--- config.mk ---
export PLATFORM = sky130hd
export DESIGN_NAME = hex_float_string_to_bits
export DESIGN_NICKNAME = d
export VERILOG_FILES = /design/src/rtl/hfs_pkg.sv /design/src/rtl/hfs_parse.sv /design/src/rtl/hfs_align.sv /design/src/rtl/hfs_round.sv /design/src/rtl/hex_float_string_to_bits.sv
export SDC_FILE = /design/constraint.sdc
export NUM_CORES = 2
export LEC_CHECK = 0
export BUFFER_PORTS_ARGS = -buffer_cell sky130_fd_sc_hd__buf_2
export CORE_ASPECT_RATIO = 1.5
export CORE_UTILIZATION = 68
export CTS_CLUSTER_SIZE = 25
export DETAILED_ROUTE_END_ITERATION = 6
export GPL_TIMING_DRIVEN = 1
export PLACE_DENSITY = 0.86
export SETUP_SLACK_MARGIN = 0.2
export SLEW_MARGIN = 20
export SYNTH_ARGS = -nofsm -noshare
export SYNTH_HDL_FRONTEND = slang
export SYNTH_SLANG_ARGS = --single-unit
--- constraint.sdc ---
create_clock -name clock -period 18.05 [get_ports clock]
set_input_delay 0 -clock clock [delete_from_list [all_inputs] [get_ports clock]]
set_output_delay 0 -clock clock [all_outputs]
set_load 0.05 [all_outputs]
--- src/rtl/hfs_pkg.sv ---
`timescale 1ns / 1ps

package hfs_pkg;

   // Parser phases
   typedef enum logic [3:0] {
      PH_LEAD,
      PH_SIGN,
      PH_ZERO,
      PH_MANT,
      PH_PEXP,
      PH_ESGN,
      PH_EDIG,
      PH_SUFF,
      PH_TRAIL,
      PH_ERR
   } phase_type;

   // Counter widths and limits
   localparam int unsigned EXP_W   = 24;
   localparam int unsigned POS_W   = 24;
   localparam int unsigned LEN_W   = 7;
   localparam int unsigned E_W     = 27;
   localparam int unsigned FRAME_W = 64;
   localparam int unsigned POS_SAT = 8388607;
   localparam logic [EXP_W-1:0] EXP_SAT = '1;

   // IEEE formats
   localparam int unsigned VAL_W    = 64;
   localparam int unsigned SGL_W    = 32;
   localparam int unsigned DBL_MW   = 52;
   localparam int unsigned DBL_EW   = 11;
   localparam int unsigned DBL_BIAS = 1023;
   localparam int unsigned DBL_EMAX = 2047;
   localparam int unsigned SGL_MW   = 23;
   localparam int unsigned SGL_EW   = 8;
   localparam int unsigned SGL_BIAS = 127;
   localparam int unsigned SGL_EMAX = 255;
   localparam int unsigned M_W      = DBL_MW + 2;

   // Parsed literal, captured on the final character
   typedef struct packed {
      logic             err;
      logic             neg;
      logic             nonzero;
      logic             sticky;
      logic             dbl;
      logic [EXP_W-1:0] exp_acc;
      logic             exp_neg;
      logic [POS_W-1:0] pos;
      logic [LEN_W-1:0] len;
   } snap_type;

   // Unbiased-plus-bias exponent stage
   typedef struct packed {
      logic             err;
      logic             neg;
      logic             nonzero;
      logic             sticky;
      logic             dbl;
      logic [E_W-1:0]   e;
      logic [LEN_W-1:0] len;
   } expo_type;

   // Classified value with alignment shift
   typedef struct packed {
      logic              err;
      logic              neg;
      logic              dbl;
      logic              inf;
      logic              zero;
      logic              sticky;
      logic [DBL_EW-1:0] e_adj;
      logic [LEN_W-1:0]  rsh;
   } align_type;

   // Aligned mantissa with guard bit, ready to round
   typedef struct packed {
      logic              err;
      logic              neg;
      logic              dbl;
      logic              inf;
      logic              zero;
      logic              sticky;
      logic [DBL_EW-1:0] e_adj;
      logic [M_W-1:0]    man;
   } frac_type;

endpackage

--- src/rtl/hfs_parse.sv ---
`timescale 1ns / 1ps

module hfs_parse #(
   parameter int unsigned SIG_DIGITS = 15
) (
   input  logic                      clock,
   input  logic                      reset,
   input  logic                      req_valid,
   output logic                      req_ready,
   input  logic [7:0]                char_code,
   input  logic                      last_char,
   input  logic                      double_mode,
   output logic                      snap_valid,
   input  logic                      snap_ready,
   output hfs_pkg::snap_type         snap,
   output logic [4*SIG_DIGITS-1:0]   snap_sig
);

   localparam int unsigned SIG_W = 4 * SIG_DIGITS;
   localparam int unsigned CNT_W = $clog2(SIG_DIGITS + 1);
   localparam int unsigned PX_W  = hfs_pkg::POS_W + 2;
   localparam logic signed [PX_W-1:0] POS_HI = PX_W'(hfs_pkg::POS_SAT);
   localparam logic signed [PX_W-1:0] POS_LO = -POS_HI;

   localparam logic [7:0] CH_SPACE = 8'h20;
   localparam logic [7:0] CH_PLUS  = 8'h2B;
   localparam logic [7:0] CH_MINUS = 8'h2D;
   localparam logic [7:0] CH_DOT   = 8'h2E;
   localparam logic [7:0] CH_ZERO  = 8'h30;
   localparam logic [7:0] CH_NINE  = 8'h39;
   localparam logic [7:0] CH_A_UP  = 8'h41;
   localparam logic [7:0] CH_D_UP  = 8'h44;
   localparam logic [7:0] CH_F_UP  = 8'h46;
   localparam logic [7:0] CH_P_UP  = 8'h50;
   localparam logic [7:0] CH_X_UP  = 8'h58;
   localparam logic [7:0] CH_A_LO  = 8'h61;
   localparam logic [7:0] CH_D_LO  = 8'h64;
   localparam logic [7:0] CH_F_LO  = 8'h66;
   localparam logic [7:0] CH_P_LO  = 8'h70;
   localparam logic [7:0] CH_X_LO  = 8'h78;

   // Clamp a widened position to the saturation bounds
   function automatic logic [hfs_pkg::POS_W-1:0] pos_sat(input logic [PX_W-1:0] v);
      logic signed [PX_W-1:0] s;
      s = $signed(v);
      if (s > POS_HI) return hfs_pkg::POS_W'(POS_HI);
      if (s < POS_LO) return hfs_pkg::POS_W'(POS_LO);
      return v[hfs_pkg::POS_W-1:0];
   endfunction

   hfs_pkg::phase_type          phase_ff, phase_in;
   logic                        neg_ff, neg_in;
   logic [SIG_W-1:0]            sig_ff, sig_in;
   logic [CNT_W-1:0]            cnt_ff, cnt_in;
   logic [hfs_pkg::LEN_W-1:0]   len_ff, len_in;
   logic                        sticky_ff, sticky_in;
   logic [hfs_pkg::POS_W-1:0]   pos_ff, pos_in;
   logic                        pt_ff, pt_in;
   logic                        dig_ff, dig_in;
   logic                        nz_ff, nz_in;
   logic [hfs_pkg::EXP_W-1:0]   acc_ff, acc_in;
   logic                        eneg_ff, eneg_in;
   logic                        snap_v_ff;
   hfs_pkg::snap_type           snap_ff, snap_in;
   logic [SIG_W-1:0]            snap_sig_ff;

   logic       ws, dec, hex_lo, hex_hi, is_hex, sign_ch, suffix_ch, take_digit, accept;
   logic [3:0] digit;
   logic [1:0] msb_pos;
   logic [PX_W-1:0] pos_x;
   logic [hfs_pkg::EXP_W+3:0] acc10;

   // Classify the character
   assign ws        = char_code <= CH_SPACE;
   assign dec       = (char_code >= CH_ZERO) && (char_code <= CH_NINE);
   assign hex_lo    = (char_code >= CH_A_LO) && (char_code <= CH_F_LO);
   assign hex_hi    = (char_code >= CH_A_UP) && (char_code <= CH_F_UP);
   assign is_hex    = dec || hex_lo || hex_hi;
   assign digit     = dec ? char_code[3:0] : char_code[3:0] + 4'd9;
   assign sign_ch   = (char_code == CH_PLUS) || (char_code == CH_MINUS);
   assign suffix_ch = (char_code == CH_F_LO) || (char_code == CH_F_UP) ||
                      (char_code == CH_D_LO) || (char_code == CH_D_UP);
   assign msb_pos   = digit[3] ? 2'd3 : digit[2] ? 2'd2 : digit[1] ? 2'd1 : 2'd0;
   assign take_digit = (phase_ff == hfs_pkg::PH_MANT) && is_hex;
   assign pos_x     = PX_W'($signed(pos_ff));
   assign acc10     = (hfs_pkg::EXP_W+4)'({acc_ff, 3'b000}) +
                      (hfs_pkg::EXP_W+4)'({acc_ff, 1'b0}) +
                      (hfs_pkg::EXP_W+4)'(char_code[3:0]);

   // Phase transitions, sign and exponent digits
   always_comb begin
      phase_in = hfs_pkg::PH_ERR;
      neg_in   = neg_ff;
      pt_in    = pt_ff;
      acc_in   = acc_ff;
      eneg_in  = eneg_ff;
      case (phase_ff)
         hfs_pkg::PH_LEAD: begin
            if (ws) begin
               phase_in = hfs_pkg::PH_LEAD;
            end else if (sign_ch) begin
               neg_in   = char_code == CH_MINUS;
               phase_in = hfs_pkg::PH_SIGN;
            end else if (char_code == CH_ZERO) begin
               phase_in = hfs_pkg::PH_ZERO;
            end
         end
         hfs_pkg::PH_SIGN: begin
            if (char_code == CH_ZERO) phase_in = hfs_pkg::PH_ZERO;
         end
         hfs_pkg::PH_ZERO: begin
            if ((char_code == CH_X_LO) || (char_code == CH_X_UP)) phase_in = hfs_pkg::PH_MANT;
         end
         hfs_pkg::PH_MANT: begin
            if (is_hex) begin
               phase_in = hfs_pkg::PH_MANT;
            end else if ((char_code == CH_DOT) && !pt_ff) begin
               pt_in    = 1'b1;
               phase_in = hfs_pkg::PH_MANT;
            end else if (((char_code == CH_P_LO) || (char_code == CH_P_UP)) && dig_ff) begin
               phase_in = hfs_pkg::PH_PEXP;
            end
         end
         hfs_pkg::PH_PEXP, hfs_pkg::PH_ESGN, hfs_pkg::PH_EDIG: begin
            if (dec) begin
               acc_in   = (acc10 > (hfs_pkg::EXP_W+4)'(hfs_pkg::EXP_SAT)) ?
                          hfs_pkg::EXP_SAT : acc10[hfs_pkg::EXP_W-1:0];
               phase_in = hfs_pkg::PH_EDIG;
            end else if ((phase_ff == hfs_pkg::PH_PEXP) && sign_ch) begin
               eneg_in  = char_code == CH_MINUS;
               phase_in = hfs_pkg::PH_ESGN;
            end else if (phase_ff == hfs_pkg::PH_EDIG) begin
               if (suffix_ch) phase_in = hfs_pkg::PH_SUFF;
               else if (ws) phase_in = hfs_pkg::PH_TRAIL;
            end
         end
         hfs_pkg::PH_SUFF, hfs_pkg::PH_TRAIL: begin
            if (ws) phase_in = hfs_pkg::PH_TRAIL;
         end
         default: phase_in = hfs_pkg::PH_ERR;
      endcase
   end

   // Significand digits: skip leading zeros, keep a bounded count, fold the rest
   always_comb begin
      sig_in    = sig_ff;
      cnt_in    = cnt_ff;
      len_in    = len_ff;
      sticky_in = sticky_ff;
      pos_in    = pos_ff;
      dig_in    = dig_ff;
      nz_in     = nz_ff;
      if (take_digit) begin
         dig_in = 1'b1;
         if (!nz_ff) begin
            if (digit == 4'd0) begin
               if (pt_ff) pos_in = pos_sat(pos_x - PX_W'(4));
            end else begin
               nz_in  = 1'b1;
               pos_in = pt_ff ? pos_sat(pos_x + PX_W'(msb_pos) - PX_W'(4))
                              : hfs_pkg::POS_W'(msb_pos);
               sig_in = SIG_W'(digit);
               cnt_in = CNT_W'(1);
               len_in = hfs_pkg::LEN_W'(msb_pos) + hfs_pkg::LEN_W'(1);
            end
         end else begin
            if (!pt_ff) pos_in = pos_sat(pos_x + PX_W'(4));
            if (cnt_ff < CNT_W'(SIG_DIGITS)) begin
               sig_in = {sig_ff[SIG_W-5:0], digit};
               cnt_in = cnt_ff + CNT_W'(1);
               len_in = len_ff + hfs_pkg::LEN_W'(4);
            end else if (digit != 4'd0) begin
               sticky_in = 1'b1;
            end
         end
      end
   end

   // Snapshot of the finished literal
   always_comb begin
      snap_in.err     = !((phase_in == hfs_pkg::PH_EDIG) || (phase_in == hfs_pkg::PH_SUFF) ||
                          (phase_in == hfs_pkg::PH_TRAIL));
      snap_in.neg     = neg_in;
      snap_in.nonzero = nz_in;
      snap_in.sticky  = sticky_in;
      snap_in.dbl     = double_mode;
      snap_in.exp_acc = acc_in;
      snap_in.exp_neg = eneg_in;
      snap_in.pos     = pos_in;
      snap_in.len     = len_in;
   end

   assign req_ready = !snap_v_ff || snap_ready;
   assign accept    = req_valid && req_ready;

   // Advance the parse state; clear it after the final character
   always_ff @(posedge clock) begin
      if (reset || (accept && last_char)) begin
         phase_ff  <= hfs_pkg::PH_LEAD;
         neg_ff    <= 1'b0;
         sig_ff    <= '0;
         cnt_ff    <= '0;
         len_ff    <= '0;
         sticky_ff <= 1'b0;
         pos_ff    <= '0;
         pt_ff     <= 1'b0;
         dig_ff    <= 1'b0;
         nz_ff     <= 1'b0;
         acc_ff    <= '0;
         eneg_ff   <= 1'b0;
      end else if (accept) begin
         phase_ff  <= phase_in;
         neg_ff    <= neg_in;
         sig_ff    <= sig_in;
         cnt_ff    <= cnt_in;
         len_ff    <= len_in;
         sticky_ff <= sticky_in;
         pos_ff    <= pos_in;
         pt_ff     <= pt_in;
         dig_ff    <= dig_in;
         nz_ff     <= nz_in;
         acc_ff    <= acc_in;
         eneg_ff   <= eneg_in;
      end
   end

   // Snapshot register toward the exponent stage
   always_ff @(posedge clock) begin
      if (reset) begin
         snap_v_ff <= 1'b0;
      end else if (req_ready) begin
         snap_v_ff <= accept && last_char;
      end
   end

   always_ff @(posedge clock) begin
      if (accept && last_char) begin
         snap_ff     <= snap_in;
         snap_sig_ff <= sig_in;
      end
   end

   assign snap_valid = snap_v_ff;
   assign snap       = snap_ff;
   assign snap_sig   = snap_sig_ff;

   a_clear_after_last: assert property (@(posedge clock) disable iff (reset)
      (accept && last_char) |=> (phase_ff == hfs_pkg::PH_LEAD) && !nz_ff && (cnt_ff == '0))
      else $error("parse state not cleared after final character");

   a_count_bound: assert property (@(posedge clock) disable iff (reset)
      cnt_ff <= CNT_W'(SIG_DIGITS))
      else $error("kept digit count beyond bound");

endmodule

--- src/rtl/hfs_align.sv ---
`timescale 1ns / 1ps

module hfs_align #(
   parameter int unsigned SIG_DIGITS = 15
) (
   input  logic                     clock,
   input  logic                     reset,
   input  logic                     snap_valid,
   output logic                     snap_ready,
   input  hfs_pkg::snap_type        snap,
   input  logic [4*SIG_DIGITS-1:0]  snap_sig,
   output logic                     al_valid,
   input  logic                     al_ready,
   output hfs_pkg::align_type       al,
   output logic [4*SIG_DIGITS-1:0]  al_sig
);

   localparam int unsigned SIG_W = 4 * SIG_DIGITS;
   localparam int unsigned E_W   = hfs_pkg::E_W;

   logic                 x1_v_ff, x2_v_ff, x1_rdy, x2_rdy;
   hfs_pkg::expo_type    x1_ff, x1_in;
   hfs_pkg::align_type   x2_ff, x2_in;
   logic [SIG_W-1:0]     x1_sig_ff, x2_sig_ff;

   logic [E_W-1:0]        acc_x, pos_x, bias_x;
   logic signed [E_W-1:0] es, emax_s, ulim_s;
   logic                  sub;
   logic [6:0]            mw7, desired;
   logic [7:0]            rsh8;

   // Biased exponent: signed decimal exponent plus leading-bit position plus bias
   always_comb begin
      acc_x  = E_W'(snap.exp_acc);
      pos_x  = E_W'($signed(snap.pos));
      bias_x = snap.dbl ? E_W'(hfs_pkg::DBL_BIAS) : E_W'(hfs_pkg::SGL_BIAS);
      x1_in.err     = snap.err;
      x1_in.neg     = snap.neg;
      x1_in.nonzero = snap.nonzero;
      x1_in.sticky  = snap.sticky;
      x1_in.dbl     = snap.dbl;
      x1_in.e       = (snap.exp_neg ? (E_W'(0) - acc_x) : acc_x) + pos_x + bias_x;
      x1_in.len     = snap.len;
   end

   // Classify range and work out the alignment shift
   always_comb begin
      es      = $signed(x1_ff.e);
      emax_s  = x1_ff.dbl ? E_W'(hfs_pkg::DBL_EMAX) : E_W'(hfs_pkg::SGL_EMAX);
      ulim_s  = x1_ff.dbl ? -$signed(E_W'(hfs_pkg::DBL_MW + 1))
                          : -$signed(E_W'(hfs_pkg::SGL_MW + 1));
      mw7     = x1_ff.dbl ? 7'(hfs_pkg::DBL_MW) : 7'(hfs_pkg::SGL_MW);
      sub     = es < $signed(E_W'(1));
      desired = sub ? (mw7 + 7'd1 + x1_ff.e[6:0]) : (mw7 + 7'd2);
      rsh8    = 8'(hfs_pkg::FRAME_W) - {1'b0, desired} + {1'b0, x1_ff.len};
      x2_in.err    = x1_ff.err;
      x2_in.neg    = x1_ff.neg;
      x2_in.dbl    = x1_ff.dbl;
      x2_in.inf    = x1_ff.nonzero && (es >= emax_s);
      x2_in.zero   = !x1_ff.nonzero || (es <= ulim_s);
      x2_in.sticky = x1_ff.sticky;
      x2_in.e_adj  = sub ? '0 : (x1_ff.e[hfs_pkg::DBL_EW-1:0] - hfs_pkg::DBL_EW'(1));
      x2_in.rsh    = rsh8[hfs_pkg::LEN_W-1:0];
   end

   assign x2_rdy     = !x2_v_ff || al_ready;
   assign x1_rdy     = !x1_v_ff || x2_rdy;
   assign snap_ready = x1_rdy;

   // Stage valids
   always_ff @(posedge clock) begin
      if (reset) begin
         x1_v_ff <= 1'b0;
         x2_v_ff <= 1'b0;
      end else begin
         if (x1_rdy) x1_v_ff <= snap_valid;
         if (x2_rdy) x2_v_ff <= x1_v_ff;
      end
   end

   // Stage payloads
   always_ff @(posedge clock) begin
      if (x1_rdy && snap_valid) begin
         x1_ff     <= x1_in;
         x1_sig_ff <= snap_sig;
      end
      if (x2_rdy && x1_v_ff) begin
         x2_ff     <= x2_in;
         x2_sig_ff <= x1_sig_ff;
      end
   end

   assign al_valid = x2_v_ff;
   assign al       = x2_ff;
   assign al_sig   = x2_sig_ff;

endmodule

--- src/rtl/hfs_round.sv ---
`timescale 1ns / 1ps

module hfs_round #(
   parameter int unsigned SIG_DIGITS = 15
) (
   input  logic                         clock,
   input  logic                         reset,
   input  logic                         al_valid,
   output logic                         al_ready,
   input  hfs_pkg::align_type           al,
   input  logic [4*SIG_DIGITS-1:0]      al_sig,
   output logic                         rsp_valid,
   input  logic                         rsp_ready,
   output logic [hfs_pkg::VAL_W-1:0]    value_bits,
   output logic                         format_error
);

   localparam int unsigned WIDE_W = 2 * hfs_pkg::FRAME_W;
   localparam int unsigned M_W    = hfs_pkg::M_W;
   localparam int unsigned DF_W   = hfs_pkg::VAL_W - 1;
   localparam int unsigned SF_W   = hfs_pkg::SGL_W - 1;

   logic                        fr_v_ff, out_v_ff, fr_rdy, out_rdy;
   hfs_pkg::frac_type           fr_ff, fr_in;
   logic [hfs_pkg::VAL_W-1:0]   val_ff, val_in;
   logic                        err_ff, dbl_ff;

   logic [WIDE_W-1:0] wide, shifted, low_mask;
   logic [M_W-2:0]    q;
   logic              up;
   logic [M_W-1:0]    mr;
   logic [DF_W-1:0]   dfield;
   logic [SF_W-1:0]   sfield;

   // Align the kept significand to the target width; fold shifted-out bits
   always_comb begin
      wide     = {hfs_pkg::FRAME_W'(al_sig), {hfs_pkg::FRAME_W{1'b0}}};
      shifted  = wide >> al.rsh;
      low_mask = ~({WIDE_W{1'b1}} << al.rsh);
      fr_in.err    = al.err;
      fr_in.neg    = al.neg;
      fr_in.dbl    = al.dbl;
      fr_in.inf    = al.inf;
      fr_in.zero   = al.zero;
      fr_in.sticky = al.sticky || (|(wide & low_mask));
      fr_in.e_adj  = al.e_adj;
      fr_in.man    = shifted[M_W-1:0];
   end

   // Round half to even and pack; a mantissa carry lands in the exponent field
   always_comb begin
      q      = fr_ff.man[M_W-1:1];
      up     = fr_ff.man[0] && (fr_ff.sticky || fr_ff.man[1]);
      mr     = {1'b0, q} + M_W'(up);
      dfield = (DF_W'(fr_ff.e_adj) << hfs_pkg::DBL_MW) + DF_W'(mr);
      sfield = (SF_W'(fr_ff.e_adj[hfs_pkg::SGL_EW-1:0]) << hfs_pkg::SGL_MW) + SF_W'(mr);
      if (fr_ff.err) begin
         val_in = '0;
      end else if (fr_ff.dbl) begin
         if (fr_ff.inf) begin
            val_in = {fr_ff.neg, {hfs_pkg::DBL_EW{1'b1}}, {hfs_pkg::DBL_MW{1'b0}}};
         end else if (fr_ff.zero) begin
            val_in = {fr_ff.neg, {DF_W{1'b0}}};
         end else begin
            val_in = {fr_ff.neg, dfield};
         end
      end else begin
         if (fr_ff.inf) begin
            val_in = {{hfs_pkg::SGL_W{1'b0}}, fr_ff.neg, {hfs_pkg::SGL_EW{1'b1}},
                      {hfs_pkg::SGL_MW{1'b0}}};
         end else if (fr_ff.zero) begin
            val_in = {{hfs_pkg::SGL_W{1'b0}}, fr_ff.neg, {SF_W{1'b0}}};
         end else begin
            val_in = {{hfs_pkg::SGL_W{1'b0}}, fr_ff.neg, sfield};
         end
      end
   end

   assign out_rdy  = !out_v_ff || rsp_ready;
   assign fr_rdy   = !fr_v_ff || out_rdy;
   assign al_ready = fr_rdy;

   // Stage valids
   always_ff @(posedge clock) begin
      if (reset) begin
         fr_v_ff  <= 1'b0;
         out_v_ff <= 1'b0;
      end else begin
         if (fr_rdy) fr_v_ff <= al_valid;
         if (out_rdy) out_v_ff <= fr_v_ff;
      end
   end

   // Stage payloads
   always_ff @(posedge clock) begin
      if (fr_rdy && al_valid) fr_ff <= fr_in;
      if (out_rdy && fr_v_ff) begin
         val_ff <= val_in;
         err_ff <= fr_ff.err;
         dbl_ff <= fr_ff.dbl;
      end
   end

   assign rsp_valid    = out_v_ff;
   assign value_bits   = val_ff;
   assign format_error = err_ff;

   a_error_zero: assert property (@(posedge clock) disable iff (reset)
      (out_v_ff && err_ff) |-> (val_ff == '0))
      else $error("error word carries nonzero value");

   a_single_high_clear: assert property (@(posedge clock) disable iff (reset)
      (out_v_ff && !dbl_ff) |-> (val_ff[hfs_pkg::VAL_W-1:hfs_pkg::SGL_W] == '0))
      else $error("single-precision word has upper bits set");

   a_stage_moves: assert property (@(posedge clock) disable iff (reset)
      (fr_v_ff && out_rdy) |=> out_v_ff)
      else $error("rounded word lost between stages");

endmodule

--- src/rtl/hex_float_string_to_bits.sv ---
`timescale 1ns / 1ps

// Channel   Direction  Ports                         Payload
// req       in         req_tvalid/tready/tdata/tlast  one character, tlast on the final one
// rsp       out        rsp_tvalid/tready/tdata/tuser  IEEE word, tuser flags a bad literal
// csr       in         csr_wr_en/csr_wr_data          double_mode (1 = binary64)
//
// One character is accepted every cycle that req_tready is high and updates the parse
// registers; the final one also yields a word that passes through snapshot, exponent,
// classify, align and round registers before it appears on rsp_tvalid.
// reset is synchronous and clears all parse state and every stage valid;
// double_mode resets to 1. Characters keep flowing while rsp is stalled until
// all five result registers hold words not yet taken; then req_tready drops.

module hex_float_string_to_bits #(
   parameter int unsigned SIG_DIGITS = 15
) (
   input  logic        clock,
   input  logic        reset,
   input  logic        req_tvalid,
   output logic        req_tready,
   input  logic [7:0]  req_tdata,    // [7:0] char_code
   input  logic        req_tlast,    // last_char
   output logic        rsp_tvalid,
   input  logic        rsp_tready,
   output logic [63:0] rsp_tdata,    // [63:0] value_bits
   output logic        rsp_tuser,    // format_error
   input  logic        csr_wr_en,
   input  logic        csr_wr_data
);

   localparam int unsigned SIG_W = 4 * SIG_DIGITS;

   logic                 dbl_ff;
   logic                 snap_valid, snap_ready, al_valid, al_ready;
   hfs_pkg::snap_type    snap;
   hfs_pkg::align_type   al;
   logic [SIG_W-1:0]     snap_sig, al_sig;

   // Format select register
   always_ff @(posedge clock) begin
      if (reset) begin
         dbl_ff <= 1'b1;
      end else if (csr_wr_en) begin
         dbl_ff <= csr_wr_data;
      end
   end

   hfs_parse #(.SIG_DIGITS(SIG_DIGITS)) u_parse (
      .clock       (clock),
      .reset       (reset),
      .req_valid   (req_tvalid),
      .req_ready   (req_tready),
      .char_code   (req_tdata),
      .last_char   (req_tlast),
      .double_mode (dbl_ff),
      .snap_valid  (snap_valid),
      .snap_ready  (snap_ready),
      .snap        (snap),
      .snap_sig    (snap_sig)
   );

   hfs_align #(.SIG_DIGITS(SIG_DIGITS)) u_align (
      .clock      (clock),
      .reset      (reset),
      .snap_valid (snap_valid),
      .snap_ready (snap_ready),
      .snap       (snap),
      .snap_sig   (snap_sig),
      .al_valid   (al_valid),
      .al_ready   (al_ready),
      .al         (al),
      .al_sig     (al_sig)
   );

   hfs_round #(.SIG_DIGITS(SIG_DIGITS)) u_round (
      .clock        (clock),
      .reset        (reset),
      .al_valid     (al_valid),
      .al_ready     (al_ready),
      .al           (al),
      .al_sig       (al_sig),
      .rsp_valid    (rsp_tvalid),
      .rsp_ready    (rsp_tready),
      .value_bits   (rsp_tdata),
      .format_error (rsp_tuser)
   );

endmodule

-- Yosys cells after proc, flatten, opt, wreduce, memory -nomap -nowiden
Index checks and enable logic that the tools add are counted.
- flip-flop bits (word level): 575
- output and inout bits: 67
- word-level logic and storage cells: 278
- $add $sub $neg: 22
- $lt $le $gt $ge: 18
- equal/unequal tests: 25
- shift-type cells: 2
- mux-type cells: 102
- bitwise operators: 3
- reduce and logical (&&, ||, !) cells: 51
- operator list (operator ; number):
    $mux 24 ; 21
    $mux 60 ; 4
    $and 124x128->128 ; 1
    $not 128->128 ; 1
    $reduce_or 128->1 ; 1
    $shl 128x7->128 const A ; 1
    $mux 63 ; 2
    $shr 124x7->54 ; 1
    $gt 26x24->1 const B ; 3
    $lt 26x24->1 const B ; 3
    $eq 8x7->1 const B ; 8
    $mux 64 ; 1
    $add 63x54->63 ; 1
    $mux 31 ; 2
    $mux 4 ; 15
    $add 27x27->27 ; 2
    $add 53x1->54 ; 1
    $mux 1 ; 44
    $mux 7 ; 5
    $eq 8x6->1 const B ; 4
    $add 31x31->31 ; 1
    $add 27x25->28 ; 1
    $add 28x4->28 ; 1
    $gt 28x24->1 const B ; 1
    other kinds (44) ; 98

-- Longest topological paths before layout
- depth in word-level cells: 23
- depth in mapped cells: 24
- gate-level depth less buffers: 23

-- Cells and area by module
A second synthesis with hierarchy kept.
- cell total of the unflattened synthesis: 3657
- area total of the unflattened synthesis: 35815.6 µm²
- by module, submodules not included (module ; instances ; cells each ; area an instance (µm²) ; seq. area each (µm²)):
    hfs_parse ; 1 ; 1912 ; 15832.7 ; 6236.0
    hfs_round ; 1 ; 1099 ; 11133.2 ; 4124.0
    hfs_align ; 1 ; 643 ; 8814.7 ; 5535.3
    hex_float_string_to_bits ; 1 ; 3 ; 35.0 ; 20.0

-- Least setup slack after synthesis
OpenSTA, ideal clock, no wires.
- path kind: register to register
- start point: register u_round.out_v_ff (netlist: u_round.rsp_valid)
- end point: register u_align.x1_ff, in the netlist u_align.es[0], enable pin
- arrival time: 8111 ps
- setup slack: 9231 ps
- cell stages (with the launch flop): 4
- buffers on the path: 0
- clock period less this slack: 8819 ps
- cells stage by stage: dfxtp_1 -> nor2b_1 -> and3_1 -> a21boi_0
- cells in the longest elaborated chain, start to end: 6
- RTL lines (element ; RTL line ; text):
    from (decl) ; hfs_round.sv:23 ; logic fr_v_ff, out_v_ff, fr_rdy, out_rdy;
    from (signal assigned) ; hfs_round.sv:90 ; if (out_rdy) out_v_ff <= fr_v_ff;
    $logic_not 1->1 ; hfs_round.sv:79 ; assign out_rdy = !out_v_ff || rsp_ready;
    $logic_or 1x1->1 ; hfs_round.sv:79 ;
    $logic_or 1x1->1 ; hfs_round.sv:80 ; assign fr_rdy = !fr_v_ff || out_rdy;
    $logic_or 1x1->1 ; hfs_align.sv:66 ; assign x2_rdy = !x2_v_ff || al_ready;
    $logic_or 1x1->1 ; hfs_align.sv:67 ; assign x1_rdy = !x1_v_ff || x2_rdy;
    $logic_and 1x1->1 ; hfs_align.sv:83 ; if (x1_rdy && snap_valid) begin
    to (signal assigned) ; hfs_align.sv:84 ; x1_ff <= x1_in;
    to (decl) ; hfs_align.sv:22 ; hfs_pkg::expo_type x1_ff, x1_in;
No other way between the ends.
A chain may end at the register's enable or synchronous reset.

-- Worst setup path in the final report
- start point: input port req_tdata[0]
- end point: register u_parse.snap_ff, in the netlist u_parse.snap[15], data pin
- cells in the longest elaborated chain, start to end: 20
- elaborated cells on any way between the ends: 38
- classes of those cells: add/sub (3); order compare (8); mux (20); reduce/logical (7)
- RTL lines (element ; RTL line ; text):
    from (decl) ; hex_float_string_to_bits.sv:22 ; input logic [7:0] req_tdata,
    $ge 8x6->1 / $le 8x6->1 (equally long branches) ; hfs_parse.sv:75 ; assign dec = (char_code >= CH_ZERO) && (char_code <= CH_NINE);
    $logic_and 1x1->1 ; hfs_parse.sv:75 ;
    $mux 4 ; hfs_parse.sv:79 ; assign digit = dec ? char_code[3:0] : char_code[3:0] + 4'd9;
    $mux 1 ; hfs_parse.sv:83 ; assign msb_pos = digit[3] ? 2'd3 : digit[2] ? 2'd2 : digit[1] ? 2'd1 : 2'd0;
    $mux 2 (2 in a row) ; hfs_parse.sv:83 ;
    $add 24x3->25 ; hfs_parse.sv:160 ; pos_in = pt_ff ? pos_sat(pos_x + PX_W'(msb_pos) - PX_W'(4))
    $sub 26x3->26 ; hfs_parse.sv:160 ;
    $lt 26x24->1 ; hfs_parse.sv:47 ; if (s < POS_LO) return hfs_pkg::POS_W'(POS_LO);
    [4 not listed] ; -- ;
    $mux 1 ; hfs_parse.sv:153 ; if (take_digit) begin
    $mux 24 ; hfs_parse.sv:48 ; return v[hfs_pkg::POS_W-1:0];
    $mux 24 ; hfs_parse.sv:47 ;
    $mux 24 ; hfs_parse.sv:160 ;
    $mux 24 ; hfs_parse.sv:156 ; if (digit == 4'd0) begin
    $mux 24 ; hfs_parse.sv:155 ; if (!nz_ff) begin
    $mux 24 * ; hfs_parse.sv:153 ;
    via u_parse.pos_in (one bit) ; hfs_parse.sv:57 ; logic [hfs_pkg::POS_W-1:0] pos_ff, pos_in;
    to (signal assigned) ; hfs_parse.sv:238 ; snap_ff <= snap_in;
    to (decl) ; hfs_parse.sv:64 ; hfs_pkg::snap_type snap_ff, snap_in;
Mark *: on every way through the listed nets, which the timed path passes. The rest lies on a longest branch. The select of a mux whose other input is x is not followed.

==> run_results.csv <==
group,metric,value,unit
pwr,powerDensity,78.5,nW/um^2
grt,first_global_vias,30700,
critical_path,timing.rr.start,"u_parse.snap[37]$_DFFE_PP_",
synthesis,avgSynthCellArea,9.55,sq um
sta,rsz0062_at_grt,"false",
placement,numPortBuffers,81,
detailed_routing,drc,0,
synthesis,synth_seq_cells,575,
synthesis,ys_types,97,
synthesis,yosys_warnings,0,
synthesis,synth_top_area_share,0.376,
floorplan,pin_count,82,
floorplan,row_count,101,
synthesis,yosys.area.top_type,"edfxtp_1",
grt,grt_pass1_wl,182000,microns
sta,setup_violations,0,
clock_tree,cts.path.max_buffers,3,
sta,fmax,138,MHz
synthesis,yosysSeqAreaShare,0.453,
floorplan,die_h,280,microns
sta,tightest_slew,1.34,ns
detailed_routing,via_count,31800,
min_path,min_path_type,"input port to flop",
pwr,internal-power,2.27,mW
pwr,p_leak,13.5,nW
pwr,clockPowerShare,0.428,
detailed_routing,totalWireLength,122000,microns
synthesis,syn_area,35100,sq um
synthesis,async_flop_share,0,
floorplan,fp.dieW,188,microns
pwr,combPwrFrac,0.081,
detailed_routing,drt_iter0_markers,4484,
detailed_routing,wl_per_cell,28.0,microns
grt,grt_use_total,0.457,
clock_tree,cts_sinks,575,
critical_path,crit_fanout,21,
clock_tree,cts.clk_slew.worst_paths,0.07,ns
detailed_routing,vias_per_cell,7.29,
synthesis,post-synth-top-count-cell,"nand2_1",
clock_tree,cts_buffers,51,
critical_path,crit_type,"input port to flop",
synthesis,postSynthCellCount,3680,
grt,antenna_found_initial,2,
sta,hold_violations,0,
job,max_cap_viol_count,0,
sta,clock_skew,0.0403,ns
min_path,min_from,"req_tdata[6]",
sta,whs,0.0959,ns
cells_and_area,fin_nets,3807,
floorplan,core_area,50800,sq um
cells_and_area,area.sequential,15900,sq um
clock_tree,tritoncts,"built",
cells_and_area,layout-drive-gt1-share,0.0988,
synthesis,synth.top_cells.by_count,"nand2_1, edfxtp_1, nor2_1, o21ai_0, a21oi_1",
synthesis,synth.net_count,3847,
clock_tree,post_cts_buffers,0,
sta,final_max_slew_viol_count,0,
sta,fin_crit,7.27,ns
clock_tree,ctsResizeCount,0,
clock_tree,clock_latency,0.64,ns
grt,grt_overflow,0,
critical_path,worst_setup_path_end_kind,"flop",
floorplan,die_area,52600,sq um
detailed_routing,first_pass_iters,7,
cells_and_area,multi_input_area,18000,sq um
critical_path,crit_start,"req_tdata[0]",
synthesis,ys_top_cells_by_area,"edfxtp_1, dfxtp_1, nand2_1, ha_1, o21ai_0",
clock_tree,htreeDepth,2,
clock_tree,root_buffer,"clkbuf_16",
critical_path,start_kind,"input port",
placement,dp_hpwl,83200,microns
detailed_routing,ant_nets,0,
synthesis,synth_edf_count,440,
sta,fin_tns_setup,0,ns
outcome,status,"completed",
cells_and_area,syn_to_final_growth,8.25,%
pwr,sw_frac_of_total,0.240,
placement,place.gp.congestion,1.08,
sta,fin_crit_sh,0.403,
critical_path,cp.required,18.42,ns
synthesis,ys.flop_type,"edfxtp_1",
pwr,p_sw,0.716,mW
floorplan,initial_core_util,0.692,
pwr,ir_worst_vdd,0.000115,V
grt,grt_max_degree,86,
clock_tree,cts_hold_buf,10,
cells_and_area,fillers,3207,
sta,slew_headroom,0.0945,
critical_path,cp.arrival,7.64,ns
pwr,share_seq_of_total_power,0.491,
==> metrics by stage <==
step,instance area [sq um],setup slack (ns),total power [mW],std cells,utilization
floorplan,35100,9.23,1.65,3680,-
detailed placement,35900,10.91,1.71,4245,0.708
global route,38000,10.50,3.04,4352,0.749
CTS,38000,10.98,2.97,4351,0.749
finish,38000,10.78,2.99,4355,0.749
global placement,35900,11.13,1.70,4245,0.708
==> layer usage <==
| layer | up-vias | global-route usage | part of all wire |
|---|---|---|---|
| met1 | 14800 | 0.466 | 0.31 |
| li1 | 13500 | - | - |
| met2 | 2600 | 0.795 | 0.49 |
| met5 | - | 0 | 0.00022 |
| met3 | 810 | 0.0929 | 0.093 |
| met4 | 4 | 0.402 | 0.11 |
==> sequential cells by signal, indices dropped and copies added (netlist names), 4 cells and up <==
register            cells
u_round.fr_ff          71
u_round.value_bits     64
u_parse.snap           61
u_align.al_sig         60
u_align.x1_sig_ff      60
u_parse.sig_ff         60
u_parse.snap_sig       60
u_align.es             27
u_align.al             24
u_parse.acc_ff         24
u_parse.pos_ff         24
u_align.x1_ff          12
u_parse.len_ff          7
u_parse.cnt_ff          4
u_parse.phase_ff        4
==> cell type report <==
cell class,instances,area share
clock buffers,60,0.0352
multi-input cells,2751,0.472
flip-flops and latches,575,0.418
well taps,669,0.0220
inverters,116,0.0115
repair buffers,145,0.0239
clock inverters,36,0.0167
diodes,3,0.000197
==> cells in the final DEF (no fill, tap or decap), drive strengths merged, types with 60 or more instances in the layout <==
cell and n:
o21ai 283, a21oi 270, mux2i 71, edfxtp 440, nor3 69, nor2 350
clkbuf 60, xor2 79, a22oi 72, dfxtp 135, nand3 87, ha 141
o22ai 63, xnor2 116, nand2 482, inv 119, buf 135
==> power by group through the flow <==
stage | combinational, mW | clock, mW | sequential (mW)
finish | 0.243 | 1.28 | 1.46
global route | 0.254 | 1.32 | 1.47
CTS | 0.228 | 1.28 | 1.46
detailed placement | 0.221 | 0 | 1.49
global placement | 0.209 | 0 | 1.49
floorplan | 0.157 | 0 | 1.49
==> worst max-delay path: stages <==
cell           delay (ns)
dlygate4sd3_1        0.54
buf_2                0.18
inv_1                0.19
ha_1                 0.23
o21bai_1             0.11
a211oi_1             0.73
nand2_1              0.19
o21a_1               0.15
o221ai_1             0.55
ha_1                 0.34
inv_1                0.07
fa_1                 0.47
nand4b_4             0.28
or3_4                0.42
a2111oi_4            0.46
o211ai_2             0.29
nor4_2               0.49
nand4_1              0.18
a2111oi_0            0.47
and4b_1              0.25
o21a_2               0.51
nor3_1               0.15
o32a_1               0.38
==> cell families (layout without fill, tap and decap cells) <==
| family | after synthesis | after routing | share of synthesized area |
|---|---|---|---|
| AOI/OAI and AO/OA | 1020 | 1020 | 0.184 |
| buffers and inverters | 354 | 357 | 0.0387 |
| muxes | 142 | 142 | 0.0577 |
| other | 0 | 3 | 0 |
| xor gates and xnor gates | 195 | 195 | 0.0486 |
| adders and majority gates | 154 | 154 | 0.0570 |
| DFF | 575 | 575 | 0.453 |
| and+or+nand+nor | 1240 | 1240 | 0.161 |
==> path summary, 6_finish.rpt <==
path | endpoint | slack (ns) | cells past startpoint
max | u_parse.snap[15]$_DFFE_PP_ | 10.78 | 23
min | u_parse.phase_ff[2]$_SDFFE_PP0P_ | 0.1 | 5
max reg2reg | u_align.es[24]$_DFFE_PP_ | 12.42 | 16
min reg2reg | u_align.x1_sig_ff[52]$_DFFE_PP_ | 0.39 | 0
Note: power is estimated with default switching activity, not from simulation.
